## src/rtl/smpte_bar_nv12_generator_unit_defines.svh

```systemverilog
// Assertion helpers used by the top level of the bar pattern source.
// All of them sample on i_clk and are off while i_rst_n is low.
`ifndef SMPTE_BAR_NV12_GENERATOR_UNIT_DEFINES_SVH
`define SMPTE_BAR_NV12_GENERATOR_UNIT_DEFINES_SVH

// The consequent must hold in the same cycle as the antecedent.
`define SBNV12_ASSERT_SAME(lbl, ante, cons) \
    lbl: assert property (@(posedge i_clk) disable iff (!i_rst_n) (ante) |-> (cons)) \
        else $error("sbnv12 same-cycle check failed");

// The consequent must hold in the cycle after the antecedent.
`define SBNV12_ASSERT_NEXT(lbl, ante, cons) \
    lbl: assert property (@(posedge i_clk) disable iff (!i_rst_n) (ante) |=> (cons)) \
        else $error("sbnv12 next-cycle check failed");

`endif

```

## src/rtl/sbnv12_pkg.sv

```systemverilog
`timescale 1ns / 1ps
package sbnv12_pkg;

    // Default geometry limits and frame number width.
    localparam int DEF_MAX_WIDTH         = 4096;
    localparam int DEF_MAX_HEIGHT        = 4096;
    localparam int DEF_FRAME_NUMBER_BITS = 32;

    // Configuration port.
    localparam int CFG_IDX_W  = 2;
    localparam int CFG_DATA_W = 13;

    localparam logic [CFG_IDX_W-1:0] CFG_IDX_ENABLE = 2'd0;
    localparam logic [CFG_IDX_W-1:0] CFG_IDX_WIDTH  = 2'd1;
    localparam logic [CFG_IDX_W-1:0] CFG_IDX_HEIGHT = 2'd2;

    localparam logic [CFG_DATA_W-1:0] RST_WIDTH  = 13'd640;
    localparam logic [CFG_DATA_W-1:0] RST_HEIGHT = 13'd480;

    // Component selects into the bar color table.
    localparam int BAR_COUNT = 7;
    localparam logic [1:0] COMP_Y = 2'd0;
    localparam logic [1:0] COMP_U = 2'd1;
    localparam logic [1:0] COMP_V = 2'd2;

    localparam logic [7:0] BAR_YUV [0:BAR_COUNT-1][0:2] = '{
        '{8'd235, 8'd128, 8'd128},
        '{8'd210, 8'd16,  8'd146},
        '{8'd170, 8'd166, 8'd16 },
        '{8'd145, 8'd54,  8'd34 },
        '{8'd106, 8'd202, 8'd222},
        '{8'd81,  8'd90,  8'd240},
        '{8'd41,  8'd240, 8'd110}
    };

    // One output word of the stream.
    typedef struct packed {
        logic [7:0]  data_byte;
        logic        is_chroma;
        logic        end_of_frame;
        logic [31:0] frame_number;
        logic        status;
    } t_result;

    // Position control from the top level to the pattern walker.
    typedef struct packed {
        logic step;
        logic restart;
    } t_pat_ctrl;

    // Table lookup; the bar index never exceeds six.
    function automatic logic [7:0] f_bar_byte(input logic [2:0] bar, input logic [1:0] comp);
        logic [2:0] b;
        logic [1:0] c;
        b = (bar > 3'd6) ? 3'd6 : bar;
        c = (comp > COMP_V) ? COMP_V : comp;
        return BAR_YUV[b][c];
    endfunction

endpackage

```

## src/rtl/smpte_bar_nv12_generator_unit.sv

```systemverilog
`timescale 1ns / 1ps
// An accepted word's result is registered into the output register, or into the skid register on a stall.
// Throughput: one word per cycle while the skid register is empty; the next position and bar compare are combinational.
// A skid register lets the input take a word while a finished result waits on a stall.
// Reset (synchronous, active low) closes the source, sets 640 x 480, clears the
// position and the frame number, and empties both output registers.
module smpte_bar_nv12_generator_unit #(
    parameter int MAX_WIDTH         = sbnv12_pkg::DEF_MAX_WIDTH,
    parameter int MAX_HEIGHT        = sbnv12_pkg::DEF_MAX_HEIGHT,
    parameter int FRAME_NUMBER_BITS = sbnv12_pkg::DEF_FRAME_NUMBER_BITS
) (
    input  logic                              i_clk,
    input  logic                              i_rst_n,
    // Configuration writes
    input  logic                              i_cfg_we,
    input  logic [sbnv12_pkg::CFG_IDX_W-1:0]  i_cfg_index,
    input  logic [sbnv12_pkg::CFG_DATA_W-1:0] i_cfg_data,
    // Request channel
    input  logic                              i_in_valid,
    output logic                              o_in_stall,
    input  logic                              i_advance,
    // Result channel
    output logic                              o_out_valid,
    input  logic                              i_out_stall,
    output logic [7:0]                        o_data_byte,
    output logic                              o_is_chroma,
    output logic                              o_end_of_frame,
    output logic [31:0]                       o_frame_number,
    output logic                              o_status
);
    import sbnv12_pkg::*;

    `include "smpte_bar_nv12_generator_unit_defines.svh"

    localparam int WB = $clog2(MAX_WIDTH + 1);
    localparam int HB = $clog2(MAX_HEIGHT + 1);
    localparam int CMP_A = (WB > HB) ? WB : HB;
    localparam int CMP_W = (CMP_A > CFG_DATA_W) ? CMP_A : CFG_DATA_W;
    localparam int MAX_W_EVEN = MAX_WIDTH - (MAX_WIDTH % 2);
    localparam int MAX_H_EVEN = MAX_HEIGHT - (MAX_HEIGHT % 2);

    logic                  r_enable;
    logic [CFG_DATA_W-1:0] r_width;
    logic [CFG_DATA_W-1:0] r_height;

    logic [CMP_W-1:0] width_even;
    logic [CMP_W-1:0] height_even;
    logic [CMP_W-1:0] width_clamp;
    logic [CMP_W-1:0] height_clamp;

    t_pat_ctrl pat_ctrl;
    t_result   pat_result;

    t_result r_out;
    t_result r_skid;
    logic    r_out_valid;
    logic    r_skid_valid;

    logic in_acc;
    logic out_take;
    logic new_word;

    // Configuration registers.
    always_ff @(posedge i_clk) begin
        if (!i_rst_n) begin
            r_enable <= 1'b0;
            r_width  <= RST_WIDTH;
            r_height <= RST_HEIGHT;
        end else if (i_cfg_we) begin
            if (i_cfg_index == CFG_IDX_ENABLE) begin
                r_enable <= i_cfg_data[0];
            end else if (i_cfg_index == CFG_IDX_WIDTH) begin
                r_width <= i_cfg_data;
            end else if (i_cfg_index == CFG_IDX_HEIGHT) begin
                r_height <= i_cfg_data;
            end
        end
    end

    // Force the size even and into the supported range.
    always_comb begin
        width_even  = CMP_W'({r_width[CFG_DATA_W-1:1], 1'b0});
        height_even = CMP_W'({r_height[CFG_DATA_W-1:1], 1'b0});
        if (width_even > CMP_W'(MAX_W_EVEN)) begin
            width_clamp = CMP_W'(MAX_W_EVEN);
        end else if (width_even < CMP_W'(2)) begin
            width_clamp = CMP_W'(2);
        end else begin
            width_clamp = width_even;
        end
        if (height_even > CMP_W'(MAX_H_EVEN)) begin
            height_clamp = CMP_W'(MAX_H_EVEN);
        end else if (height_even < CMP_W'(2)) begin
            height_clamp = CMP_W'(2);
        end else begin
            height_clamp = height_even;
        end
    end

    // Handshake decode.
    assign o_in_stall = r_skid_valid;
    assign in_acc     = i_in_valid & ~r_skid_valid;
    assign new_word   = in_acc & i_advance;
    assign out_take   = r_out_valid & ~i_out_stall;

    assign pat_ctrl.step    = new_word & r_enable;
    assign pat_ctrl.restart = i_cfg_we & (i_cfg_index == CFG_IDX_ENABLE);

    sbnv12_pattern #(
        .MAX_WIDTH         (MAX_WIDTH),
        .MAX_HEIGHT        (MAX_HEIGHT),
        .FRAME_NUMBER_BITS (FRAME_NUMBER_BITS)
    ) u_pattern (
        .i_clk    (i_clk),
        .i_rst_n  (i_rst_n),
        .i_ctrl   (pat_ctrl),
        .i_enable (r_enable),
        .i_width  (width_clamp[WB-1:0]),
        .i_height (height_clamp[HB-1:0]),
        .o_result (pat_result)
    );

    // Output register with a skid word behind it.
    always_ff @(posedge i_clk) begin
        if (!i_rst_n) begin
            r_out_valid  <= 1'b0;
            r_skid_valid <= 1'b0;
        end else if (!r_out_valid || out_take) begin
            if (r_skid_valid) begin
                r_out_valid  <= 1'b1;
                r_skid_valid <= 1'b0;
            end else begin
                r_out_valid <= new_word;
            end
        end else if (new_word) begin
            r_skid_valid <= 1'b1;
        end
    end

    always_ff @(posedge i_clk) begin
        if (!r_out_valid || out_take) begin
            if (r_skid_valid) begin
                r_out <= r_skid;
            end else begin
                r_out <= pat_result;
            end
        end else if (new_word) begin
            r_skid <= pat_result;
        end
    end

    assign o_out_valid    = r_out_valid;
    assign o_data_byte    = r_out.data_byte;
    assign o_is_chroma    = r_out.is_chroma;
    assign o_end_of_frame = r_out.end_of_frame;
    assign o_frame_number = r_out.frame_number;
    assign o_status       = r_out.status;

    // The skid word is only ever filled behind a held output word.
    `SBNV12_ASSERT_SAME(a_skid_behind_out, r_skid_valid, r_out_valid)
    // A new word arriving while the output is held and stalled lands in the skid register.
    `SBNV12_ASSERT_NEXT(a_skid_fill, r_out_valid && i_out_stall && new_word, r_skid_valid)
    // A word taken into an empty output shows the source state it saw.
    `SBNV12_ASSERT_NEXT(a_status_follows_enable, new_word && !r_out_valid && !r_skid_valid,
                        o_out_valid && (o_status == $past(!r_enable)))

endmodule

```

## src/rtl/sbnv12_pattern.sv

```systemverilog
`timescale 1ns / 1ps
module sbnv12_pattern #(
    parameter int MAX_WIDTH         = sbnv12_pkg::DEF_MAX_WIDTH,
    parameter int MAX_HEIGHT        = sbnv12_pkg::DEF_MAX_HEIGHT,
    parameter int FRAME_NUMBER_BITS = sbnv12_pkg::DEF_FRAME_NUMBER_BITS
) (
    input  logic                              i_clk,
    input  logic                              i_rst_n,
    input  sbnv12_pkg::t_pat_ctrl             i_ctrl,
    input  logic                              i_enable,
    input  logic [$clog2(MAX_WIDTH+1)-1:0]    i_width,
    input  logic [$clog2(MAX_HEIGHT+1)-1:0]   i_height,
    output sbnv12_pkg::t_result               o_result
);
    import sbnv12_pkg::*;

    localparam int WB = $clog2(MAX_WIDTH + 1);
    localparam int HB = $clog2(MAX_HEIGHT + 1);
    localparam int CB = $clog2(MAX_WIDTH);
    localparam int RB = $clog2(MAX_HEIGHT);
    // Product width for column * 7 against multiples of the width.
    localparam int PW = WB + 3;
    localparam int XW = (CB + 1 > WB) ? CB + 1 : WB;
    localparam int YW = (RB + 1 > HB) ? RB + 1 : HB;

    logic [CB-1:0]                r_col, n_col;
    logic [RB-1:0]                r_row, n_row;
    logic                         r_chroma, n_chroma;
    logic [FRAME_NUMBER_BITS-1:0] r_frame, n_frame;

    logic [CB-1:0]   bar_col;
    logic [PW-1:0]   col7;
    logic [2:0]      bar;
    logic [1:0]      comp;
    logic [HB-1:0]   rows;
    logic            last_col;
    logic            last_row;
    logic            eof;
    logic [FRAME_NUMBER_BITS+31:0] frame_ext;

    // Bar index: count how many of the six bar edges the column has passed.
    always_comb begin
        bar_col = r_chroma ? {r_col[CB-1:1], 1'b0} : r_col;
        col7    = (PW'(bar_col) << 3) - PW'(bar_col);
        bar     = 3'd0;
        for (int k = 1; k < BAR_COUNT; k++) begin
            if (col7 >= PW'(k) * PW'(i_width)) begin
                bar = bar + 3'd1;
            end
        end
        if (!r_chroma) begin
            comp = COMP_Y;
        end else if (r_col[0]) begin
            comp = COMP_V;
        end else begin
            comp = COMP_U;
        end
    end

    // Row and plane ends.
    always_comb begin
        rows     = r_chroma ? {1'b0, i_height[HB-1:1]} : i_height;
        last_col = (XW'(r_col) + XW'(1)) >= XW'(i_width);
        last_row = (YW'(r_row) + YW'(1)) >= YW'(rows);
        eof      = r_chroma & last_col & last_row;
    end

    // Next position after one word, or the first position and frame zero on a restart.
    always_comb begin
        n_col    = r_col;
        n_row    = r_row;
        n_chroma = r_chroma;
        n_frame  = r_frame;
        if (i_ctrl.restart) begin
            n_col    = '0;
            n_row    = '0;
            n_chroma = 1'b0;
            n_frame  = '0;
        end else if (i_ctrl.step) begin
            if (!last_col) begin
                n_col = r_col + CB'(1);
            end else begin
                n_col = '0;
                if (!last_row) begin
                    n_row = r_row + RB'(1);
                end else begin
                    n_row    = '0;
                    n_chroma = ~r_chroma;
                    if (r_chroma) begin
                        n_frame = r_frame + FRAME_NUMBER_BITS'(1);
                    end
                end
            end
        end
    end

    always_ff @(posedge i_clk) begin
        if (!i_rst_n) begin
            r_col    <= '0;
            r_row    <= '0;
            r_chroma <= 1'b0;
            r_frame  <= '0;
        end else begin
            r_col    <= n_col;
            r_row    <= n_row;
            r_chroma <= n_chroma;
            r_frame  <= n_frame;
        end
    end

    // Result word for the current position; a closed source reports status only.
    always_comb begin
        frame_ext = {32'd0, r_frame};
        o_result  = '0;
        if (i_enable) begin
            o_result.data_byte    = f_bar_byte(bar, comp);
            o_result.is_chroma    = r_chroma;
            o_result.end_of_frame = eof;
            o_result.frame_number = frame_ext[31:0];
            o_result.status       = 1'b0;
        end else begin
            o_result.status = 1'b1;
        end
    end

endmodule
```

## config.mk

```make
export PLATFORM = sky130hd
export DESIGN_NAME = smpte_bar_nv12_generator_unit
export DESIGN_NICKNAME = d
export VERILOG_FILES = /design/src/rtl/sbnv12_pkg.sv /design/src/rtl/smpte_bar_nv12_generator_unit.sv /design/src/rtl/sbnv12_pattern.sv
export VERILOG_INCLUDE_DIRS = /design/src /design/src/rtl
export SDC_FILE = /design/constraint.sdc
export NUM_CORES = 1
export LEC_CHECK = 0
export BUFFER_PORTS_ARGS = -buffer_cell sky130_fd_sc_hd__buf_2
export CAP_MARGIN = 20
export CELL_PAD_IN_SITES_DETAIL_PLACEMENT = 1
export CELL_PAD_IN_SITES_GLOBAL_PLACEMENT = 1
export CORE_ASPECT_RATIO = 0.7
export CORE_UTILIZATION = 44
export CTS_CLUSTER_SIZE = 28
export DETAILED_ROUTE_END_ITERATION = 8
export PLACE_DENSITY_LB_ADDON = 0.1
export SETUP_SLACK_MARGIN = 0.4
export SYNTH_ARGS = -nofsm -noshare
export SYNTH_HDL_FRONTEND = slang
export SYNTH_HIERARCHICAL = 1
export SYNTH_SLANG_ARGS = --single-unit
```

## constraint.sdc

```tcl
create_clock -name i_clk -period 7.35 [get_ports i_clk]
set_input_delay 0.3675 -clock i_clk [delete_from_list [all_inputs] [get_ports i_clk]]
set_output_delay 0.3675 -clock i_clk [all_outputs]
set_load 0.05 [all_outputs]
```

# Yosys cells after proc, flatten, opt, wreduce, memory -nomap -nowiden
# Memories as Yosys holds them, arrays and structs flattened.
# Index checks and enable logic that the tools add are counted.
[totals] register_bits=172 rom_bits=192 in_bits=21 output_inout_bits=45 word_cells=107 n_memories=1
[classes] n_addsub=11 multipliers=3 n_lt_le_gt_ge=16 n_eq_ne=2 muxes=27 n_bitwise=16 reduce_logical=12
[memory_table] name="(name not given)" depth=8 word_bits=24 read_ports=1 rd_ports_with_merged_regs=0 write_ports=0 line="sbnv12_pkg.sv:57" text="return BAR_YUV[b][c];"
[ops] cell="2-to-1 mux 13 bit" n=5
[ops] cell="2-to-1 mux 24 bit" n=2
[ops] cell="2-to-1 mux 43 bit" n=1
[ops] cell="2-to-1 mux 42 bit" n=1
[ops] cell="adder 32 x 1 -> 32 bit (second input constant)" n=1
[ops] cell="greater-or-equal comparator 16 x 15 -> 1 bit" n=2
[ops] cell="greater-or-equal comparator 16 bit" n=2
[ops] cell="multiplier 2 x 13 -> 15 bit (first input constant)" n=2
[ops] cell="adder 12 x 1 -> 13 bit (second input constant)" n=2
[ops] cell="greater-or-equal comparator 13 bit" n=2
[ops] cell="greater-than comparator 13 bit (second input constant)" n=2
[ops] cell="less-than comparator 13 x 2 -> 1 bit (second input constant)" n=2
[ops] cell="adder 12 x 1 -> 12 bit (second input constant)" n=2
[ops] cell="2-to-1 mux 12 bit" n=2
[ops] cell="2-to-1 mux 3 bit" n=6
[ops] cell="binary-select mux 8 bit (select 2 bit)" n=1
[ops] cell="greater-or-equal comparator 16 x 13 -> 1 bit" n=1
[ops] cell="greater-or-equal comparator 16 x 14 -> 1 bit" n=1
[ops] cell="multiplier 3 x 13 -> 16 bit (first input constant)" n=1
[ops] cell="2-to-1 mux 8 bit" n=2
[ops] cell="subtractor 15 x 12 -> 16 bit" n=1
[ops] cell="adder 3 x 1 -> 3 bit (second input constant)" n=5
[ops] cell="AND reduction 4 bit" n=2
[ops] cell="AND 1 bit" n=7
[ops] cell="other kinds (17)" n=32

# Longest topological paths before layout
# Gate-level depths: netlist of the first run.
[depth] word_depth=26 mapped_depth=39 depth_no_buf=39

# By module
# The synthesis of the first run kept the hierarchy.
[modules_own_cells] module="sbnv12_pattern" n_inst=1 cells_each=1061 area_per_inst_um2=8262.9 seq_area_each_um2=1141.1
[modules_own_cells] module="smpte_bar_nv12_generator_unit" n_inst=1 cells_each=288 area_per_inst_um2=4337.9 seq_area_each_um2=3123.0

# Least setup slack after synthesis of the first run
# No wires, ideal clock.
[synth_timing] path_kind="reg2reg" from="register u_pattern.r_col[0]" to="register r_out, in the netlist o_data_byte[4] (data pin)" setup_time_ns=0.260 arrival_time_ns=7.408 required_ns=7.090 path_slack_ns=-0.318 path_stages_with_launch=36 n_path_buf=1 synth_period_minus_slack_ns=7.668 cell_sequence="dfxtp_1 buf_4 nand2b_4 inv_2 ha_1 and3b_1 o21a_1 o21ai_0 nand2b_1 a21o_1 a21o_1 a31oi_1 o21bai_1 a21oi_1 xnor2_1 ha_1 and4_1 a21oi_1 nand3b_1 nor3_1 ha_1 nand3b_1 nor2b_1 ha_1 o21a_1 ha_1 or4bb_1 o211a_1 xnor3_2 xnor2_1 ha_1 and4b_1 mux2i_2 mux2_2 o221a_2 mux2_2"
[synth_lines] element="from (decl)" line="sbnv12_pattern.sv:26" text="logic [CB-1:0] r_col, n_col;"
[synth_lines] element="from (signal assigned)" line="sbnv12_pattern.sv:104" text="r_col <= n_col;"
[synth_lines] element="to (signal assigned)" line="smpte_bar_nv12_generator_unit.sv:143" text="r_out <= r_skid;"
[synth_lines] element="to (signal assigned)" line="smpte_bar_nv12_generator_unit.sv:145" text="r_out <= pat_result;"
[synth_lines] element="to (decl)" line="smpte_bar_nv12_generator_unit.sv:54" text="t_result r_out;"

==> results of run 1 <==
-- state kept, by name, summed over array words and instances, names as in the netlist, 8 cells and up --
signal	count
o_frame_number	32
u_pattern/r_frame	32
r_skid	43
u_pattern/r_col	12
u_pattern/r_row	12
r_width	12
r_height	12
o_data_byte	8
-- what timing repair did --
action	4_1_cts	5_1_grt
endpoints found under the setup margin	16	16
setup buffers	26	10
gates resized for setup	30	56
pin swaps	40	52
-- worst max-delay path: cells and delay by family (launching register included) --
kind                       cells  cell delay, ns
muxes                          2            0.36
xor gates and xnor gates       3            0.58
adders and majority gates      5            1.11
buffers and inverters          5            0.57
AOI/OAI and AO/OA             12            1.59
and+or+nand+nor               12            2.47
DFF                            1            0.33
-- power by group through the flow --
stage / clock network [mW] / logic [mW] / registers [mW]
4_1_cts: 0.935 / 0.464 / 1.02
3_5_place_dp: 0 / 0.439 / 1.04
6_report: 0.920 / 0.509 / 1.02
3_3_place_gp: 0 / 0.428 / 1.04
2_1_floorplan: 0 / 0.274 / 1.08
5_1_grt: 0.966 / 0.559 / 1.02
-- layout make-up --
class                   instances  area, µm²  area share [%]
repair buffers                164       1110            7.36
inverters                      81        307            2.03
well taps                     371        464            3.08
clock buffers                  18        429            2.85
multi-input cells            1054       8340            55.3
flip-flops and latches        170       4270            28.3
clock inverters                14        159            1.05
-- per-stage QoR --
stage	worst slack, ns	hold slack [ns]	utilization, %	cells
finish	0.0524	0.175	53.9	1872
detailed placement	-0.164	0.467	49.3	1803
global route	-0.328	0.179	53.9	1872
CTS	0.0606	0.159	52.6	1861
global placement	0.0509	0.458	49.3	1803
floorplan	0.323	0.435	-	1355
-- metal layers --
layer  vias up  GRT usage [%]  wire length, µm
met3        35           2.93             1150
met1      5353           37.2            18600
met5         -              0                0
met2       173           38.0            15700
li1       5237              -                -
met4         0           5.22              381
-- path summary, 6_finish.rpt --
| path | cells past startpoint | endpoint | slack [ns] | start |
|---|---|---|---|---|
| setup reg to reg | 39 | o_data_byte[2] | 0.05 | u_pattern/r_chroma |
| setup / recovery | 39 | o_data_byte[2] | 0.05 | u_pattern/r_chroma |
| hold / removal | 3 | r_width[7] | 0.18 | i_cfg_data[7] |
| hold reg to reg | 2 | r_height[3] | 0.47 | r_height[3] |
-- kinds of logic (layout without fill, tap and decap cells) --
group,count (synthesis),in the layout,synth area share [%]
flops,170,170,33.8
fa+ha+maj,171,171,17.1
buf+inv,131,277,4.40
xor+xnor,49,49,3.53
mux,61,61,5.42
compound gates,305,305,16.1
other cells,1,7,0.0298
simple gates,461,461,19.5
-- cells in the mapped netlist (all sizes together) (26+ instances only) --
master,number
and2,31
a21oi,87
a21o,26
nor2,51
ha,169
nor2b,33
dfxtp,84
xnor2,33
o31ai,27
nand3,67
o21ai,56
inv,80
nand2,125
mux2,45
clkbuf,33
edfxtp,86
==> out/metrics.cfg, run 1 <==
[sta]
fin_crit_ns=7.30
final-setup-viol-count=0
tns_ns=0
clock-skew-final_ns=0.0130
post-route-period-util_pct=99.3
grt_setup_unrepaired=yes
fmax_mhz=137
slew_viol_final=0
worst_pin_slew_ns=1.01
finalHoldViolations=0
slew_headroom_pct=32.6

[final_layout]
synthToLayoutAreaGrowth_pct=19.6
fin_area_mm2=0.0151
drive_above_1_share_pct=22.7
nNetsFinal=1680
antennaDiodeCount=0
final_common_cell=ha_1
most-common-layout-cells=159 x ha_1, 121 x nand2_1, 88 x buf_4
n_fill_cell=3189

[routing]
vias=10800
routedWlPerCell_um=19.1
detail-route-antenna-nets=0
drc=0
wl_um=35800
drt_iter0_drc=544
via_per_inst=5.77
dr.pass1.iters=5

[clock_network]
clk-insertion-delay-late_ns=0.44
h-tree-depth=4
clk_path_buf_depth=2
cts_hold_buf=0
clock_sinks=170
clkTransAtPathRegs_ns=0.07
cts_buffers=17
cts_tree=built
cts_root_buf=clkbuf_16

[yosys]
synth_ff_type=edfxtp_1
synth_area_mm2=0.0126
yosysTopAreaCell=edfxtp_1
yosys.cell_types.count=86
ys_warn_count=6
synth-edff-count=86
synth-async-reset-ratio_pct=0
syn-instance-count=1349
synth_seq_cells=170
synth_area_leaders=edfxtp_1 20%, ha_1 17%, dfxtp_1 13%
synth-seq-area-share_pct=33.8
synth.avg_cell_area_um2=9.34
synth.top_cell.area_share_pct=20.5

[floorplan]
fp.coreArea_mm2=0.0279
die_y_um=144
fp-row-count=51
io_pins=66
die_area_mm2=0.0293
initial_core_util_pct=45.1
die_w_um=204

[flow_run]
maxCapViolCount=0

[pwr]
ir_drop_mv=0.156
switching_share_pct=29.5
leakage_nw=6.33
power_frac_seq_pct=41.6
p_per_area_mw_per_mm2=162
clockPowerShare_pct=37.6
total_power_mw=2.45
intPower_mw=1.73
comb_power_share_pct=20.8
p_switching_mw=0.721

[placed_design]
placed_area_mm2=0.0138
dpl.hpwl_um=26300
gp_congestion=0.850
port_buffers=65

[worst_setup_path]
cp-end-kind=flip-flop
max_stage_delay_ns=0.38
critical_path_class=flip-flop to flip-flop
worstPathMaxFanout=6
critPathArrivalTime_ns=7.49
cpMostUsedCell=ha_4
startpoint_type=flip-flop
crit_slowest_cell=or3b_4
required_ns=7.54

[grt]
overflow=0
grt_antenna_before_repair=2
grt_pass1_vias=10900
grt_pass1_wl_um=57600
grt.total_usage_pct=24.8
grt_max_degree=51

[min_path]
hp-class=primary input to flip-flop

[status]
status=finished, final reports clean

(Power assumes the default switching activity.)
==> run 2, diff against run 1 <==
Settings changed: RECOVER_POWER set to 100.
==> run 2 against run 1 <==
Sequential share of layout area about the same. Flip-flop and latch count did not move. Clock skew is 0.0014 ns lower. Sequential power about the same. Global-route usage did not move. Register-to-register slack barely moved. Die area unchanged. Critical path depth did not move. Final cell count stayed put. First-iteration DRC count down 1.5%. Combinational power about the same. Largest cell class unchanged. Highest routed layer unchanged.
==> out/metrics.cfg, run 2 (synthesis gave the netlist of run 1 again) <==
[status]
status=finished, final reports clean

[sta]
final-setup-viol-count=0
tns_ns=0
worst_pin_slew_ns=1.00
fmax_mhz=137
worst_hold_slack_ns=0.176
slew_viol_final=0
slew_headroom_pct=33.2
clock-skew-final_ns=0.0116
fin_crit_ns=7.30
post-route-period-util_pct=99.3
setup_slack_ns=0.0519
finalHoldViolations=0
grt_setup_unrepaired=yes

[floorplan]
die_y_um=144
fp.coreArea_mm2=0.0279
die_area_mm2=0.0293
io_pins=66
die_w_um=204
fp-row-count=51
initial_core_util_pct=45.1

[placed_design]
port_buffers=65
dp_slack_ns=-0.164
dpl.hpwl_um=26300
dp_cells=1803
placed_area_mm2=0.0138
gp_congestion=0.850

[routing]
detail-route-antenna-nets=0
via_per_inst=5.76
routedWlPerCell_um=19.1
wl_um=35800
drc=0
vias=10800
drt_iter0_drc=536
dr.pass1.iters=5

[clock_network]
cts_buffers=17
clock_sinks=170
cts_hold_buf=0
clk_path_buf_depth=2
h-tree-depth=4
cts_root_buf=clkbuf_16
cts_tree=built
clkTransAtPathRegs_ns=0.07
clk-insertion-delay-late_ns=0.44

[min_path]
hp-class=primary input to flip-flop

[final_layout]
fin_area_mm2=0.0151
regMostFlops=r_skid
largest_reg_flops=43
final_common_cell=ha_1
fin_util_pct=53.9
synthToLayoutAreaGrowth_pct=19.6
nNetsFinal=1680
final_cells=1872
antennaDiodeCount=0
drive_above_1_share_pct=22.6
most-common-layout-cells=159 x ha_1, 121 x nand2_1, 88 x buf_4

[flow_run]
maxCapViolCount=0

[worst_setup_path]
critPathArrivalTime_ns=7.49
required_ns=7.54
critical_path_class=flip-flop to flip-flop
cp-end-kind=flip-flop
crit_slowest_cell=or3b_4
cpMostUsedCell=ha_4
worstPathMaxFanout=6
cp_num_buf_inv=5
critical-path-top-delay-family=simple AND/OR/NAND/NOR gates
max_stage_delay_ns=0.38
startpoint_type=flip-flop

[pwr]
leakage_nw=6.30
ir_drop_mv=0.156
p_per_area_mw_per_mm2=162
total_power_mw=2.45

[grt]
grt_pass1_wl_um=57600
overflow=0
grt_max_degree=51
grt_pass1_vias=10900
grt.total_usage_pct=24.8
grt_antenna_before_repair=2

run 2: worst paths after layout:
path | slack, ns | start | end | cells after the start
setup / recovery | 0.05 | u_pattern/r_chroma | o_data_byte[2] | 39
hold / removal | 0.18 | i_cfg_data[7] | r_width[7] | 3
setup reg to reg | 0.05 | u_pattern/r_chroma | o_data_byte[2] | 39
hold reg to reg | 0.47 | r_height[1] | r_height[1] | 2
run 2: what timing repair did:
| item | CTS | global route |
|---|---|---|
| resized for setup | 30 | 56 |
| pin swaps | 40 | 52 |
| setup buffers | 26 | 10 |
| endpoints found under the setup margin | 16 | 16 |
run 2: tightest hold or removal path, cell delays in order:
cell and delay (ns):
buf_2 0.10, nand2_1 0.05, nand3_1 0.07
run 2: power by group:
part	internal [mW]	total [mW]	leakage [nW]	switching, mW
logic	0.208	0.508	4.49	0.300
registers	1.01	1.02	1.53	0.00849
clock network	0.508	0.921	0.279	0.412
total	1.73	2.45	6.30	0.721
run 2: per-layer routing:
metal  track usage [%]  wire, µm  vias to the layer above
met1              37.2     18600                     5345
met5                 0         0                        -
met3              2.93      1200                       32
li1                  -         -                     5241
met2              38.0     15600                      171
met4              5.22       369                        0
run 2: cell type report:
class	count	area [µm²]
fill	3189	12900
clock inverter	14	159
sequential	170	4270
multi-input combinational	1054	8340
timing repair buffer	164	1110
inverter	81	307
clock buffer	18	429
tap	371	464
==> run 3, diff against run 2 <==
Settings changed: ABC_AREA set to 1, CORE_UTILIZATION 44 to 42.
==> run 3 against run 2 <==
Area after synthesis increased by 1.2%. Total power rose by 6.8%. Clock skew fell by 0.0020 ns. First-iteration DRC count increased by 3.0%. Critical endpoint is now o_data_byte[3]. Wire length increased by 1.9%. Global-route usage is 0.87 points lower. Hold slack worse by 0.028 ns. Sequential power barely moved. Core utilization shrank 3.9 points. Largest cell class unchanged. The flow now finishes with violations (capacitance limit, slew limit).
==> out/metrics.cfg, run 3 <==
[min_path]
hp-class=primary input to flip-flop
min_path_cells=3
holdPathEnd=r_height[6]
worstHoldStart=i_cfg_data[6]

[yosys]
synth-seq-area-share_pct=33.4
synth-async-reset-ratio_pct=0
yosysTopAreaCell=edfxtp_1
synth_most_common_cell=nand2_1
ys_warn_count=6
synth-edff-count=86
synth.avg_cell_area_um2=7.42
synth_commonest_cells=489 x nand2_1, 251 x inv_1, 169 x ha_1
synth_seq_cells=170
synth_area_leaders=edfxtp_1 20%, ha_1 17%, nand2_1 14%
synth_area_mm2=0.0128
synth_ff_type=edfxtp_1
syn-instance-count=1718
synth.top_cell.area_share_pct=20.2
yosys.cell_types.count=54

[clock_network]
clock_sinks=170
h-tree-depth=4
clk-insertion-delay-late_ns=0.44
cts_buffers=17
cts_hold_buf=0
clk_path_buf_depth=2
cts_root_buf=clkbuf_16
clkTransAtPathRegs_ns=0.07
cts_tree=built

[placed_design]
dp_cells=2182
dpl.hpwl_um=28100
gp_congestion=0.848
dp_slack_ns=-0.158
port_buffers=65
placed_area_mm2=0.0136

[grt]
grt_pass1_wl_um=59600
grt_pass1_vias=11500
grt_antenna_before_repair=0
grt_max_degree=47
overflow=0
grt.total_usage_pct=24.0

[sta]
worst_pin_slew_ns=2.73
worst_hold_slack_ns=0.148
slew_headroom_pct=-82.1
tns_ns=0
setup_slack_ns=0.642
fmax_mhz=149
grt_setup_unrepaired=no
slew_viol_final=155
fin_crit_ns=6.71
post-route-period-util_pct=91.3
finalHoldViolations=0
clock-skew-final_ns=0.00953
final-setup-viol-count=0

[routing]
vias=11400
drc=0
drt_iter0_drc=552
routedWlPerCell_um=16.3
dr.pass1.iters=4
wl_um=36500
via_per_inst=5.11
detail-route-antenna-nets=0

[worst_setup_path]
max_stage_delay_ns=0.38
r2r_slack_ns=0.64
startpoint_type=flip-flop
critical-path-top-delay-family=simple AND/OR/NAND/NOR gates
cp_num_buf_inv=7
cpMostUsedCell=nand2_1
worst_r2r_endpoint=o_data_byte[3]
critical_path_class=flip-flop to flip-flop
crit_slowest_cell=ha_1
worstPathMaxFanout=7
cp-end-kind=flip-flop
critPathArrivalTime_ns=6.90
r2r-start=r_width[8]
required_ns=7.54
rr_worst_depth=43

[final_layout]
fin_area_mm2=0.0147
drive_above_1_share_pct=11.3
most-common-layout-cells=481 x nand2_1, 243 x inv_1, 158 x ha_1
antennaDiodeCount=0
synthToLayoutAreaGrowth_pct=15.2
final_common_cell=nand2_1
nNetsFinal=2007
final_cells=2233
largest_reg_flops=43
fin_util_pct=50.1
regMostFlops=r_skid
n_fill_cell=3673

[floorplan]
fp.coreArea_mm2=0.0293
die_y_um=148
fp-row-count=52
die_area_mm2=0.0311
die_w_um=210
initial_core_util_pct=43.5
io_pins=66

[pwr]
power_frac_seq_pct=39.3
clockPowerShare_pct=35.6
leakage_nw=6.96
total_power_mw=2.61
comb_power_share_pct=25.1
intPower_mw=1.76
p_per_area_mw_per_mm2=178
switching_share_pct=32.5
p_switching_mw=0.848
ir_drop_mv=0.128

[status]
violations=capacitance limit, slew limit
status=complete, but fails checks

[flow_run]
maxCapViolCount=4

==> run 3: logic make-up (layout without fill, tap and decap cells) <==
kind of cell               count (synthesis)  in the layout  synth area share (%)
and+or+nand+nor                          794            794                  27.0
DFF                                      170            170                  33.4
adders and majority gates                171            171                  16.9
buffers and inverters                    301            405                  9.21
xor gates and xnor gates                  48             48                  3.30
other                                      1              7                0.0294
AOI/OAI and AO/OA                        230            230                  9.96
muxes                                      3              3                 0.235
==> run 3: layout make-up <==
class,instances,area (µm²),area share [%]
clock buffers,19,443,3.02
well taps,405,507,3.45
multi-input cells,1253,7710,52.5
flip-flops and latches,170,4270,29.1
clock inverters,13,158,1.07
repair buffers,110,601,4.09
inverters,263,997,6.79
==> run 3: worst max path at each step <==
stage,cells past startpoint,start,slack (ns),end
4_1_cts,48,r_width[8],0.41,o_data_byte[4]
5_1_grt,47,r_width[8],0.14,o_data_byte[5]
2_1_floorplan,47,r_width[8],0.71,o_data_byte[4]
3_3_place_gp,44,r_width[8],0.25,o_data_byte[4]
6_report,43,r_width[8],0.64,o_data_byte[3]
3_5_place_dp,44,r_width[8],-0.16,o_data_byte[4]
==> run 3: tightest hold or removal path, cell delays in order <==
cell and delay (ns):
buf_2 0.09, nand2_1 0.05, nand3_1 0.05
==> run 3: power by group through the flow <==
stage               logic (mW)  registers (mW)  clock network (mW)
floorplan                0.356            1.09                   0
global placement         0.534            1.04                   0
detailed placement       0.558            1.05                   0
CTS                      0.572            1.03               0.954
global route             0.735            1.03               0.983
finish                   0.655            1.03               0.932
==> run 3: what timing repair did <==
action                                  CTS  global route
pin swaps                                 2            41
cloned                                    0             1
buffers inserted                          1            17
endpoints found under the setup margin   16            16
gates resized for setup                  17            97
==> run 3: routing by layer <==
metal	GRT usage (%)	vias to the layer above	routed length, µm
met5	0	-	0
met4	4.12	0	222
met3	3.17	20	1030
met2	36.8	129	15700
met1	36.0	5458	19500
li1	-	5800	-
